### config.mk
export PLATFORM = sky130hd
export DESIGN_NAME = rgb_strip_frame_serializer
export DESIGN_NICKNAME = d
export VERILOG_FILES = /design/src/sv/rgbs_pkg.sv /design/src/sv/rgb_strip_frame_serializer.sv /design/src/sv/rgbs_decode.sv /design/src/sv/rgbs_emit.sv
export VERILOG_INCLUDE_DIRS = /design/src /design/src/sv
export SDC_FILE = /design/constraint.sdc
export NUM_CORES = 1
export LEC_CHECK = 0
export BUFFER_PORTS_ARGS = -buffer_cell sky130_fd_sc_hd__buf_4
export CAP_MARGIN = 20
export CORE_MARGIN = 2
export CORE_UTILIZATION = 53
export CTS_BUF_LIST = sky130_fd_sc_hd__clkbuf_16
export DETAILED_ROUTE_END_ITERATION = 7
export PLACE_DENSITY = 0.77
export SYNTH_ARGS = -nofsm -noshare
export SYNTH_HDL_FRONTEND = slang
export SYNTH_SLANG_ARGS = --single-unit
### constraint.sdc
create_clock -name clk -period 3.6 [get_ports clk]
set_clock_uncertainty 0.15 [all_clocks]
set_input_delay 0.36 -clock clk [delete_from_list [all_inputs] [get_ports clk]]
set_output_delay 0.36 -clock clk [all_outputs]
set_load 0.1 [all_outputs]
### src/sv/assert_macros.svh
`ifndef ASSERT_MACROS_SVH
`define ASSERT_MACROS_SVH

// Clocked check, held off during reset.
`define RGBS_ASSERT(label, prop, msg) \
	label: assert property (@(posedge clk) disable iff (!arst_n) prop) else $error(msg);

// Implication; the consequent is checked in the cycle after the antecedent.
`define RGBS_ASSERT_NEXT(label, ante, cons, msg) \
	label: assert property (@(posedge clk) disable iff (!arst_n) (ante) |=> (cons)) \
		else $error(msg);

`endif

### src/sv/rgbs_pkg.sv
package rgbs_pkg;

	localparam int unsigned MAX_LEDS = 1920;
	localparam int unsigned LEDS_PER_LATCH = 32;

	localparam int unsigned IDX_W = 11;
	localparam int unsigned CNT_W = 6;

	localparam logic       OP_PIXEL = 1'b0;
	localparam logic       OP_PRIME = 1'b1;

	localparam logic [1:0] DEPTH_332 = 2'd1;
	localparam logic [1:0] DEPTH_555 = 2'd2;
	localparam logic [1:0] DEPTH_GRB = 2'd3;

	localparam logic       REG_COLOR_DEPTH = 1'b0;
	localparam logic       REG_LED_COUNT   = 1'b1;

	localparam logic [7:0] COLOR_MARK = 8'h80;

	typedef struct packed {
		logic             has_pixel;
		logic [7:0]       g;
		logic [7:0]       r;
		logic [7:0]       b;
		logic [CNT_W-1:0] latch_n;
	} bundle_t;

	typedef struct packed {
		logic             busy;
		logic [CNT_W-1:0] pos;
		logic [CNT_W-1:0] total;
	} emit_stat_t;

endpackage

### src/sv/rgb_strip_frame_serializer.sv
// channel  dir  handshake                  payload
// s_       in   s_tvalid / s_tready        s_tdata = pixel_value, s_tuser = opcode
// m_       out  m_tvalid / m_tready        m_tdata = out_byte, m_tlast = last
// cfg_     in   cfg_valid / cfg_ready      cfg_index, cfg_data
//
// A pixel gives 3 bytes plus ceil(count/32) latch zeros when it ends the frame;
// a prime gives only the latch zeros. One byte leaves per cycle from the output
// stage while m_tready is high.
// The input register takes the next item while the output stage still drains.
// Reset clears the valid flags and the frame counter; depth resets to 3, count to 32.
// cfg_ready is always high.
`include "assert_macros.svh"

module rgb_strip_frame_serializer (
	input  logic        clk,
	input  logic        arst_n,
	input  logic        s_tvalid,
	output logic        s_tready,
	input  logic [23:0] s_tdata,  // [23:0] pixel_value
	input  logic        s_tuser,  // [0] opcode
	output logic        m_tvalid,
	input  logic        m_tready,
	output logic [7:0]  m_tdata,  // [7:0] out_byte
	output logic        m_tlast,
	input  logic        cfg_valid,
	output logic        cfg_ready,
	input  logic        cfg_index,
	input  logic [10:0] cfg_data
);

	logic [1:0]                      color_depth_q;
	logic [10:0]                     led_count_q;
	logic [rgbs_pkg::IDX_W-1:0]      pixel_index_q;
	logic [rgbs_pkg::IDX_W-1:0]      pixel_index_next;
	logic                            valid_s1;
	logic                            opcode_s1;
	logic [23:0]                     pixel_s1;
	logic                            s2_free;
	logic                            move;
	rgbs_pkg::bundle_t               bundle;
	rgbs_pkg::emit_stat_t            stat;

	assign cfg_ready = 1'b1;
	assign move      = valid_s1 && s2_free;
	assign s_tready  = !valid_s1 || s2_free;

	always_ff @(posedge clk or negedge arst_n) begin
		if (!arst_n) begin
			color_depth_q <= rgbs_pkg::DEPTH_GRB;
			led_count_q   <= 11'd32;
		end else if (cfg_valid) begin
			unique case (cfg_index)
				rgbs_pkg::REG_COLOR_DEPTH: color_depth_q <= cfg_data[1:0];
				rgbs_pkg::REG_LED_COUNT:   led_count_q   <= cfg_data;
				default: ;
			endcase
		end
	end

	always_ff @(posedge clk or negedge arst_n) begin
		if (!arst_n) begin
			valid_s1      <= 1'b0;
			pixel_index_q <= '0;
		end else begin
			if (s_tvalid && s_tready) begin
				valid_s1 <= 1'b1;
			end else if (move) begin
				valid_s1 <= 1'b0;
			end
			if (move) begin
				pixel_index_q <= pixel_index_next;
			end
		end
	end

	always_ff @(posedge clk) begin
		if (s_tvalid && s_tready) begin
			opcode_s1 <= s_tuser;
			pixel_s1  <= s_tdata;
		end
	end

	rgbs_decode u_decode (
		.opcode           (opcode_s1),
		.pixel_value      (pixel_s1),
		.color_depth      (color_depth_q),
		.led_count        (led_count_q),
		.pixel_index      (pixel_index_q),
		.bundle           (bundle),
		.pixel_index_next (pixel_index_next)
	);

	rgbs_emit u_emit (
		.clk      (clk),
		.arst_n   (arst_n),
		.load     (move),
		.bundle   (bundle),
		.free     (s2_free),
		.m_tvalid (m_tvalid),
		.m_tready (m_tready),
		.m_tdata  (m_tdata),
		.m_tlast  (m_tlast),
		.stat     (stat)
	);

	`RGBS_ASSERT(a_pos_in_range, stat.busy |-> (stat.pos < stat.total), "byte position past item end")
	`RGBS_ASSERT(a_index_bound, pixel_index_q < 11'(rgbs_pkg::MAX_LEDS), "frame counter out of range")
	`RGBS_ASSERT(a_byte_form, (m_tvalid && m_tdata != 8'd0) |-> m_tdata[7], "color byte without mark bit")
	`RGBS_ASSERT_NEXT(a_clear_on_prime, move && opcode_s1 == rgbs_pkg::OP_PRIME, pixel_index_q == '0, "prime did not clear frame counter")

endmodule

### src/sv/rgbs_decode.sv
module rgbs_decode (
	input  logic                        opcode,
	input  logic [23:0]                 pixel_value,
	input  logic [1:0]                  color_depth,
	input  logic [10:0]                 led_count,
	input  logic [rgbs_pkg::IDX_W-1:0]  pixel_index,
	output rgbs_pkg::bundle_t           bundle,
	output logic [rgbs_pkg::IDX_W-1:0]  pixel_index_next
);

	logic [10:0]               eff_count;
	logic [11:0]               latch_sum;
	logic [11:0]               index_inc;
	logic [6:0]                latch_full;
	logic [7:0]                g, r, b;
	logic                      frame_done;

	always_comb begin
		eff_count  = (led_count > 11'(rgbs_pkg::MAX_LEDS)) ? 11'(rgbs_pkg::MAX_LEDS) : led_count;
		latch_sum  = {1'b0, eff_count} + 12'(rgbs_pkg::LEDS_PER_LATCH - 1);
		latch_full = 7'(latch_sum / 12'(rgbs_pkg::LEDS_PER_LATCH));
		index_inc  = {1'b0, pixel_index} + 12'd1;
		frame_done = (index_inc >= {1'b0, eff_count});
	end

	always_comb begin
		g = 8'd0;
		r = 8'd0;
		b = 8'd0;
		unique case (color_depth)
			rgbs_pkg::DEPTH_332: begin
				r = {1'b0, pixel_value[7:5], 4'd0};
				g = {1'b0, pixel_value[4:2], 4'd0};
				b = {1'b0, pixel_value[1:0], 5'd0};
			end
			rgbs_pkg::DEPTH_555: begin
				r = {1'b0, pixel_value[14:10], 2'd0};
				g = {1'b0, pixel_value[9:5], 2'd0};
				b = {1'b0, pixel_value[4:0], 2'd0};
			end
			rgbs_pkg::DEPTH_GRB: begin
				g = pixel_value[23:16];
				r = pixel_value[15:8];
				b = pixel_value[7:0];
			end
			default: begin
				g = 8'd0;
				r = 8'd0;
				b = 8'd0;
			end
		endcase
	end

	always_comb begin
		bundle.has_pixel = (opcode == rgbs_pkg::OP_PIXEL);
		bundle.g         = g | rgbs_pkg::COLOR_MARK;
		bundle.r         = r | rgbs_pkg::COLOR_MARK;
		bundle.b         = b | rgbs_pkg::COLOR_MARK;
		if (opcode == rgbs_pkg::OP_PRIME || frame_done) begin
			bundle.latch_n   = latch_full[rgbs_pkg::CNT_W-1:0];
			pixel_index_next = '0;
		end else begin
			bundle.latch_n   = '0;
			pixel_index_next = index_inc[rgbs_pkg::IDX_W-1:0];
		end
	end

endmodule

### src/sv/rgbs_emit.sv
module rgbs_emit (
	input  logic                  clk,
	input  logic                  arst_n,
	input  logic                  load,
	input  rgbs_pkg::bundle_t     bundle,
	output logic                  free,
	output logic                  m_tvalid,
	input  logic                  m_tready,
	output logic [7:0]            m_tdata, // out_byte
	output logic                  m_tlast,
	output rgbs_pkg::emit_stat_t  stat
);

	localparam int unsigned CW = rgbs_pkg::CNT_W;

	rgbs_pkg::bundle_t bundle_s2;
	logic              valid_s2;
	logic [CW-1:0]     pos_q;
	logic [CW-1:0]     total_s2;
	logic [CW-1:0]     load_total;
	logic              fire;

	assign load_total = bundle.has_pixel ? bundle.latch_n + CW'(3) : bundle.latch_n;
	assign m_tvalid   = valid_s2;
	assign m_tlast    = (pos_q == total_s2 - CW'(1));
	assign fire       = valid_s2 && m_tready;
	assign free       = !valid_s2 || (fire && m_tlast);

	always_comb begin
		m_tdata = 8'd0;
		if (bundle_s2.has_pixel) begin
			priority if (pos_q == CW'(0)) begin
				m_tdata = bundle_s2.g;
			end else if (pos_q == CW'(1)) begin
				m_tdata = bundle_s2.r;
			end else if (pos_q == CW'(2)) begin
				m_tdata = bundle_s2.b;
			end else begin
				m_tdata = 8'd0;
			end
		end
	end

	always_ff @(posedge clk or negedge arst_n) begin
		if (!arst_n) begin
			valid_s2 <= 1'b0;
			pos_q    <= '0;
		end else if (load) begin
			valid_s2 <= (load_total != '0);
			pos_q    <= '0;
		end else if (fire) begin
			if (m_tlast) begin
				valid_s2 <= 1'b0;
				pos_q    <= '0;
			end else begin
				pos_q <= pos_q + CW'(1);
			end
		end
	end

	always_ff @(posedge clk) begin
		if (load) begin
			bundle_s2 <= bundle;
			total_s2  <= load_total;
		end
	end

	assign stat.busy  = valid_s2;
	assign stat.pos   = pos_q;
	assign stat.total = total_s2;

endmodule
# Word-level counts from Yosys, hierarchy flattened
# Index checks and enable logic that the tools add are counted.
# word_totals
regBits,84
input_bits,42
out_inout_bits,12
wordCells,64
# op_classes
addsub,5
order_cmp,2
eq_ne,6
n_mux,19
bitwise_logic,2
n_reduce_logical,17
# op_table
op,count
7-bit one-hot mux with 3 select lines,3
8-bit 2-to-1 mux,4
6-bit 2-to-1 mux,5
11-bit 2-to-1 mux,2
"11-bit by 1-bit adder with 12-bit output, second input constant",1
12-bit by 11-bit >= comparator with 1-bit output,1
"11-bit by 5-bit adder with 11-bit output, second input constant",1
"11-bit > comparator, second input constant",1
"6-bit by 1-bit adder with 6-bit output, second input constant",1
"6-bit by 2-bit adder with 6-bit output, second input constant",1
"6-bit by 1-bit == test with 1-bit output, second input constant",1
"6-bit by 2-bit == test with 1-bit output, second input constant",1
6-bit == test,1
6-bit zero test,1
2-bit AND reduction,3
2-bit nonzero test,3
6-bit nonzero test,1
"6-bit by 1-bit subtractor with 6-bit output, second input constant",1
1-bit 2-to-1 mux,5
"2-bit == test, second input constant",2
1-bit logical AND,4
1-bit logical OR,3
"2-bit by 1-bit == test with 1-bit output, second input constant",1
1-bit zero test,2
1-bit NOT,2

# Depth between registers and ports, before layout
# depth
ltp_word,9
ltp_mapped,20
ltp_nobuf,19

# Modules after synthesis
# From an unflattened synthesis, not the netlist that was laid out.
# hier_totals
hier_cells,396
hier_area_um2,4694.5
# modules_own_cells
module,instances,cells_each,area_per_inst_um2,seq_area_each_um2
rgbs_emit,1,160,1940.6,1106.1
rgb_strip_frame_serializer,1,85,1714.1,1380.1
rgbs_decode,1,151,1039.7,0.0

# Worst setup path before layout
# No wires, ideal clock.
# synth_path
kind,flip-flop to flip-flop
from,register u_emit.total_s2[0]
to,register u_emit.pos_q[1]
setup_time_ns,0.236
arrival_ns,3.558
required_ns,3.214
setup_slack_ns,-0.344
stages_incl_launch_ff,8
n_path_buf,0
synth_period_minus_slack_ns,3.944
path_cell_list,edfxtp_1 -> inv_1 -> ha_1 -> xor2_1 -> o211ai_1 -> a211o_1 -> nor3_1 -> o32ai_1
# synth_via
elab_chain_cells,6
word_cells_on_any_way,9
classes_between,add/sub: 1; eq/ne: 1; mux: 3; reduce/logical: 4
# synth_rtl
item,line,rtl
start: declaration,rgbs_emit.sv:19,logic [CW-1:0] total_s2;
start signal: assignment,rgbs_emit.sv:64,total_s2 <= load_total;
6-bit by 1-bit subtractor with 6-bit output *,rgbs_emit.sv:25,assign m_tlast = (pos_q == total_s2 - CW'(1));
6-bit == test *,rgbs_emit.sv:25,
named net m_tlast,rgb_strip_frame_serializer.sv:24,"output logic m_tlast,"
1-bit logical AND,rgbs_emit.sv:27,assign free = !valid_s2 || (fire && m_tlast);
1-bit logical OR,rgbs_emit.sv:27,
1-bit logical AND,rgb_strip_frame_serializer.sv:44,assign move = valid_s1 && s2_free;
6-bit 2-to-1 mux or 2-bit nonzero test (tied branches),--,
end signal: assignment,rgbs_emit.sv:56,pos_q <= pos_q + CW'(1);
end: declaration,rgbs_emit.sv:18,logic [CW-1:0] pos_q;
# Mark *: on every way through the listed nets, which the timed path passes. The rest lies on a longest branch. The select of a mux whose other input is x is not followed.
# A chain may end at the register's enable or synchronous reset.

# Worst setup path after layout
# layout_path
from,register led_count_q[2]
to,"register u_emit.total_s2[0], data pin"
# layout_via
elab_chain_cells,7
word_cells_on_any_way,8
classes_between,add/sub: 2; order compare: 2; mux: 3; reduce/logical: 1
# layout_rtl
item,line,rtl
start: declaration,rgb_strip_frame_serializer.sv:32,logic [10:0] led_count_q;
start signal: assignment,rgb_strip_frame_serializer.sv:54,rgbs_pkg::REG_LED_COUNT: led_count_q <= cfg_data;
11-bit > comparator,rgbs_decode.sv:19,eff_count = (led_count > 11'(rgbs_pkg::MAX_LEDS)) ? 11'(rgbs_pkg::MAX_LEDS) : led_count;
11-bit 2-to-1 mux *,rgbs_decode.sv:19,
12-bit by 11-bit >= comparator with 1-bit output,rgbs_decode.sv:23,"frame_done = (index_inc >= {1'b0, eff_count});"
1-bit logical OR,rgbs_decode.sv:59,if (opcode == rgbs_pkg::OP_PRIME || frame_done) begin
6-bit 2-to-1 mux *,rgbs_decode.sv:59,
6-bit by 2-bit adder with 6-bit output,rgbs_emit.sv:23,assign load_total = bundle.has_pixel ? bundle.latch_n + CW'(3) : bundle.latch_n;
6-bit 2-to-1 mux *,rgbs_emit.sv:23,
named net u_emit.load_total[0],rgbs_emit.sv:20,logic [CW-1:0] load_total;
# Mark *: on every way through the listed nets, which the timed path passes. The rest lies on a longest branch.

==> results by group <==
Run status
  • Outcome: finished with violations
  • Failing checks: negative setup slack

Placement
  • Worst slack at placement: -0.05461 ns
  • DP Wirelength: 6.308 mm
  • Gp weighted congestion: 0.8324
  • Port Buffer Count: 50

Yosys
  • Mapped Cells: 373
  • Net Count, Synth: 432
  • Yosys warns: 0
  • Number of synthesized flops with an enable pin: 51
  • Yosys reg bits: 83
  • Synth unique cells: 54
  • Post-synth top flop: edfxtp_1
  • Fraction of registers with async set/reset: 38.55%
  • Seq/Total Area, Yosys: 53.21%
  • Mean Syn Cell Area: 11.77 um2
  • Synthesized cell area: 0.004390 mm2

Floorplanning
  • CORE AREA: 0.008134 mm2
  • Ports: 54
  • Die Span Y: 95.02 um
  • Die area: 0.009028 mm2
  • Die Span X: 95.02 um
  • Initial Util: 53.98%
  • FP Rows: 33

Cells and area
  • Multi-input logic area: 0.002044 mm2
  • Layout Nets: 506
  • Register area: 0.002337 mm2
  • Layout cells sized above 1: 32.30%
  • Syn-to-layout area delta: 24.82%
  • ANT cells: 0
  • Fillers: 586
  • Final core utilization: 67.37%

Drt
  • Drt pass-1 iters: 5
  • Antenna Nets Post-Route: 0
  • Routed vias/inst: 5.752
  • Via count: 3204
  • DR iter-0 viols: 177
  • Detailed-route DRC error count: 0
  • Wire per inst: 16.83 um
  • Routed WL: 9.374 mm

STA
  • RSZ-0062 raised after global routing: true
  • Fmax: 0.2744 GHz
  • Headroom to the max-slew limit: 57.29%
  • Final Cycle Share: 101.2%
  • Final number of hold-violating endpoints: 0
  • Crit path setup slack, layout: -0.04454 ns
  • Max-slew violation count: 0
  • Hold slack: 0.03950 ns
  • Setup-failing EPs final: 2
  • Slew at the pin closest to its max-slew limit: 0.6348 ns
  • Min cycle time layout: 3.645 ns

Power and ir drop
  • Cell leakage power: 2.430 nW
  • Power per cell area: 555.2 mW/mm2
  • Worst vdd ir: 0.0003357 V
  • Total Power: 3.043 mW

Hold path
  • Hold Crit Depth: 1
  • Path category of the worst min-delay check: input pin to flop

Worst setup path
  • R2R cell count: 17
  • CP max stage cell: or4_4
  • Crit. End Element: flop
  • Crit Path Category: flop to flop
  • CP peak stage delay: 0.55 ns
  • Top cell family by delay on the critical path: compound AO/OA/AOI/OAI gates
  • Crit-path max FO: 3
  • Crit path DAT: 3.57 ns
  • Crit path top cell by count: buf_4
  • Req. time, crit path: 3.53 ns
  • Worst setup SP type: flop
  • CP cell instances: or4_4 > nor2_4 > a21o_1 > nand2_2 > ha_4 > a211o_1 > a31oi_1 > nor2_1 > a21oi_2 > a21oi_2 > buf_4 > buf_4 > buf_4 > buf_4 > buf_4 > buf_4 > xnor2_1
  • Instance count on the critical path: 17
  • Buf/Inv on CP: 6

CTS
  • # clock sinks: 83
  • Clock Root Buffer: clkbuf_16
  • Largest buffer count on any clock path: 2
  • Clk_lat worst skew: 0.34 ns
  • Worst-path clk slew: 0.07 ns
  • CTS tree: yes
  • Num CTS Buffers: 9
  • H-tree levels: 3

Global route
  • First-pass GRT wire length: 15.15 mm
  • Vias in the first global route: 3141
  • Grt ovf: 0
  • Initial antenna violation count: 0
  • Largest net degree at the start of global routing: 34
  • Total track usage: 22.00%

Job
  • Max Cap Viol: 0
==> cell usage in the layout, fill, tap and decap left out, drive strengths merged, types with 5 or more instances in the layout <==
cell type,Yosys,final
xor2,10,10
clkinv,1,5
ha,17,17
o21ai,10,10
inv,13,16
edfxtp,51,51
o211a,7,7
a21o,7,7
nand2b,5,5
xnor2,17,17
nand2,32,32
mux2,18,18
nand3,7,7
nor2,25,25
mux2i,6,6
and3,10,10
buf,4,79
a22oi,6,6
nor2b,11,11
and2,8,8
dfrtp,29,29
clkbuf,13,9
a22o,18,18
a21oi,5,5
nand4,6,6
==> through the flow <==
stage,TNS (ns),instance area (um2),instances
3_5_place_dp,-0.05461,4976,526
3_3_place_gp,0,4976,526
4_1_cts,0,5413,554
6_report,-0.08410,5480,557
2_1_floorplan,0,4443,373
5_1_grt,-0.5460,5480,557
==> worst register-to-register path, stage by stage (launching register included) <==
cell and delay, ns:
dfrtp_1 0.39, or4_4 0.55, nor2_4 0.14, a21o_1 0.16, nand2_2 0.08, ha_4 0.22, a211o_1 0.25, a31oi_1 0.14
nor2_1 0.08, a21oi_2 0.26, a21oi_2 0.11, buf_4 0.15, buf_4 0.12, buf_4 0.12, buf_4 0.12, buf_4 0.12
buf_4 0.13, xnor2_1 0.11
==> layout make-up <==
cell class              instances  share of cell area [%]
multi-input cells             259                   37.31
repair buffers                 80                   11.00
clock buffers                   9                   4.110
inverters                      14                   1.050
clock inverters                 7                   1.484
flip-flops and latches         83                   42.65
well taps                     105                   2.397
==> registers in the layout (all words and copies together) (netlist names) <==
register,count
led_count_q,11
pixel_s1,22
opcode_s1,1
u_emit.pos_q,6
u_emit.m_tvalid,1
u_emit.total_s2,6
valid_s1,1
pixel_index_q,11
color_depth_q,2
u_emit.bundle_s2,22
==> what timing repair did <==
item	4_1_cts	5_1_grt
gates resized for setup	7	12
endpoints found under the setup margin	2	3
cloned	0	0
hold buffers	1	0
setup buffers	11	3
endpoints found under the hold margin	29	0
pin swaps	17	17
==> routing by layer <==
layer | routed length, um | vias to the layer above | GRT usage (%) | share of wire [%]
met3 | 510 | 25 | 3.874 | 5.4
met2 | 4430 | 126 | 33.98 | 47
met5 | 0 | - | 0 | 0
met4 | 260 | 0 | 10.14 | 2.8
met1 | 4173 | 1529 | 30.48 | 45
li1 | - | 1524 | - | -
==> cells in the mapped netlist, types with 5 or more instances <==
| cell type | instances | area share [%] |
|---|---|---|
| inv_1 | 13 | 1.1 |
| a21o_1 | 7 | 1.2 |
| nand4_1 | 6 | 0.86 |
| edfxtp_1 | 51 | 35 |
| o21ai_0 | 5 | 0.57 |
| and2_1 | 7 | 1.0 |
| nor2b_1 | 11 | 1.6 |
| and3_1 | 10 | 1.4 |
| xnor2_1 | 17 | 3.4 |
| a22o_1 | 18 | 3.6 |
| ha_1 | 17 | 4.8 |
| nand3_1 | 7 | 0.80 |
| nand2_1 | 32 | 2.7 |
| mux2_2 | 18 | 4.6 |
| clkbuf_1 | 13 | 1.1 |
| mux2i_1 | 6 | 1.4 |
| dfrtp_1 | 29 | 17 |
| a22oi_1 | 6 | 1.0 |
| nor2_1 | 24 | 2.1 |
| o211a_1 | 7 | 1.6 |
| o21ai_1 | 5 | 0.57 |
| xor2_1 | 10 | 2.0 |
==> cells by family after synthesis <==
family	count (synthesis)	share of synthesized area, %
DFF	83	53.21
muxes	24	5.985
buffers and inverters	31	3.049
other	1	0.08541
adders and majority gates	17	4.845
AOI/OAI and AO/OA	78	13.76
xor gates and xnor gates	28	5.927
and+or+nand+nor	111	13.14
==> report_power, final <==
part / switching (mW) / internal, mW / leakage [nW]
clock network: 0.420 / 0.494 / 0.150
logic: 0.551 / 0.356 / 1.43
registers: 0.113 / 1.11 / 0.855
total: 1.08 / 1.96 / 2.43
==> path summary, 6_finish.rpt <==
check	from	slack, ns	endpoint
worst min register to register	pixel_s1[11]	0.38	u_emit.bundle_s2[17]
worst min-delay path	s_tdata[7]	0.04	pixel_s1[7]
max in group asynchronous	arst_n	2.62	color_depth_q[1]
worst max-delay path	led_count_q[2]	-0.04	u_emit.total_s2[0]
worst max register to register	led_count_q[2]	-0.04	u_emit.total_s2[0]
min in group asynchronous	arst_n	0.35	led_count_q[9]
No activity file was read; power rests on OpenSTA's default activity.
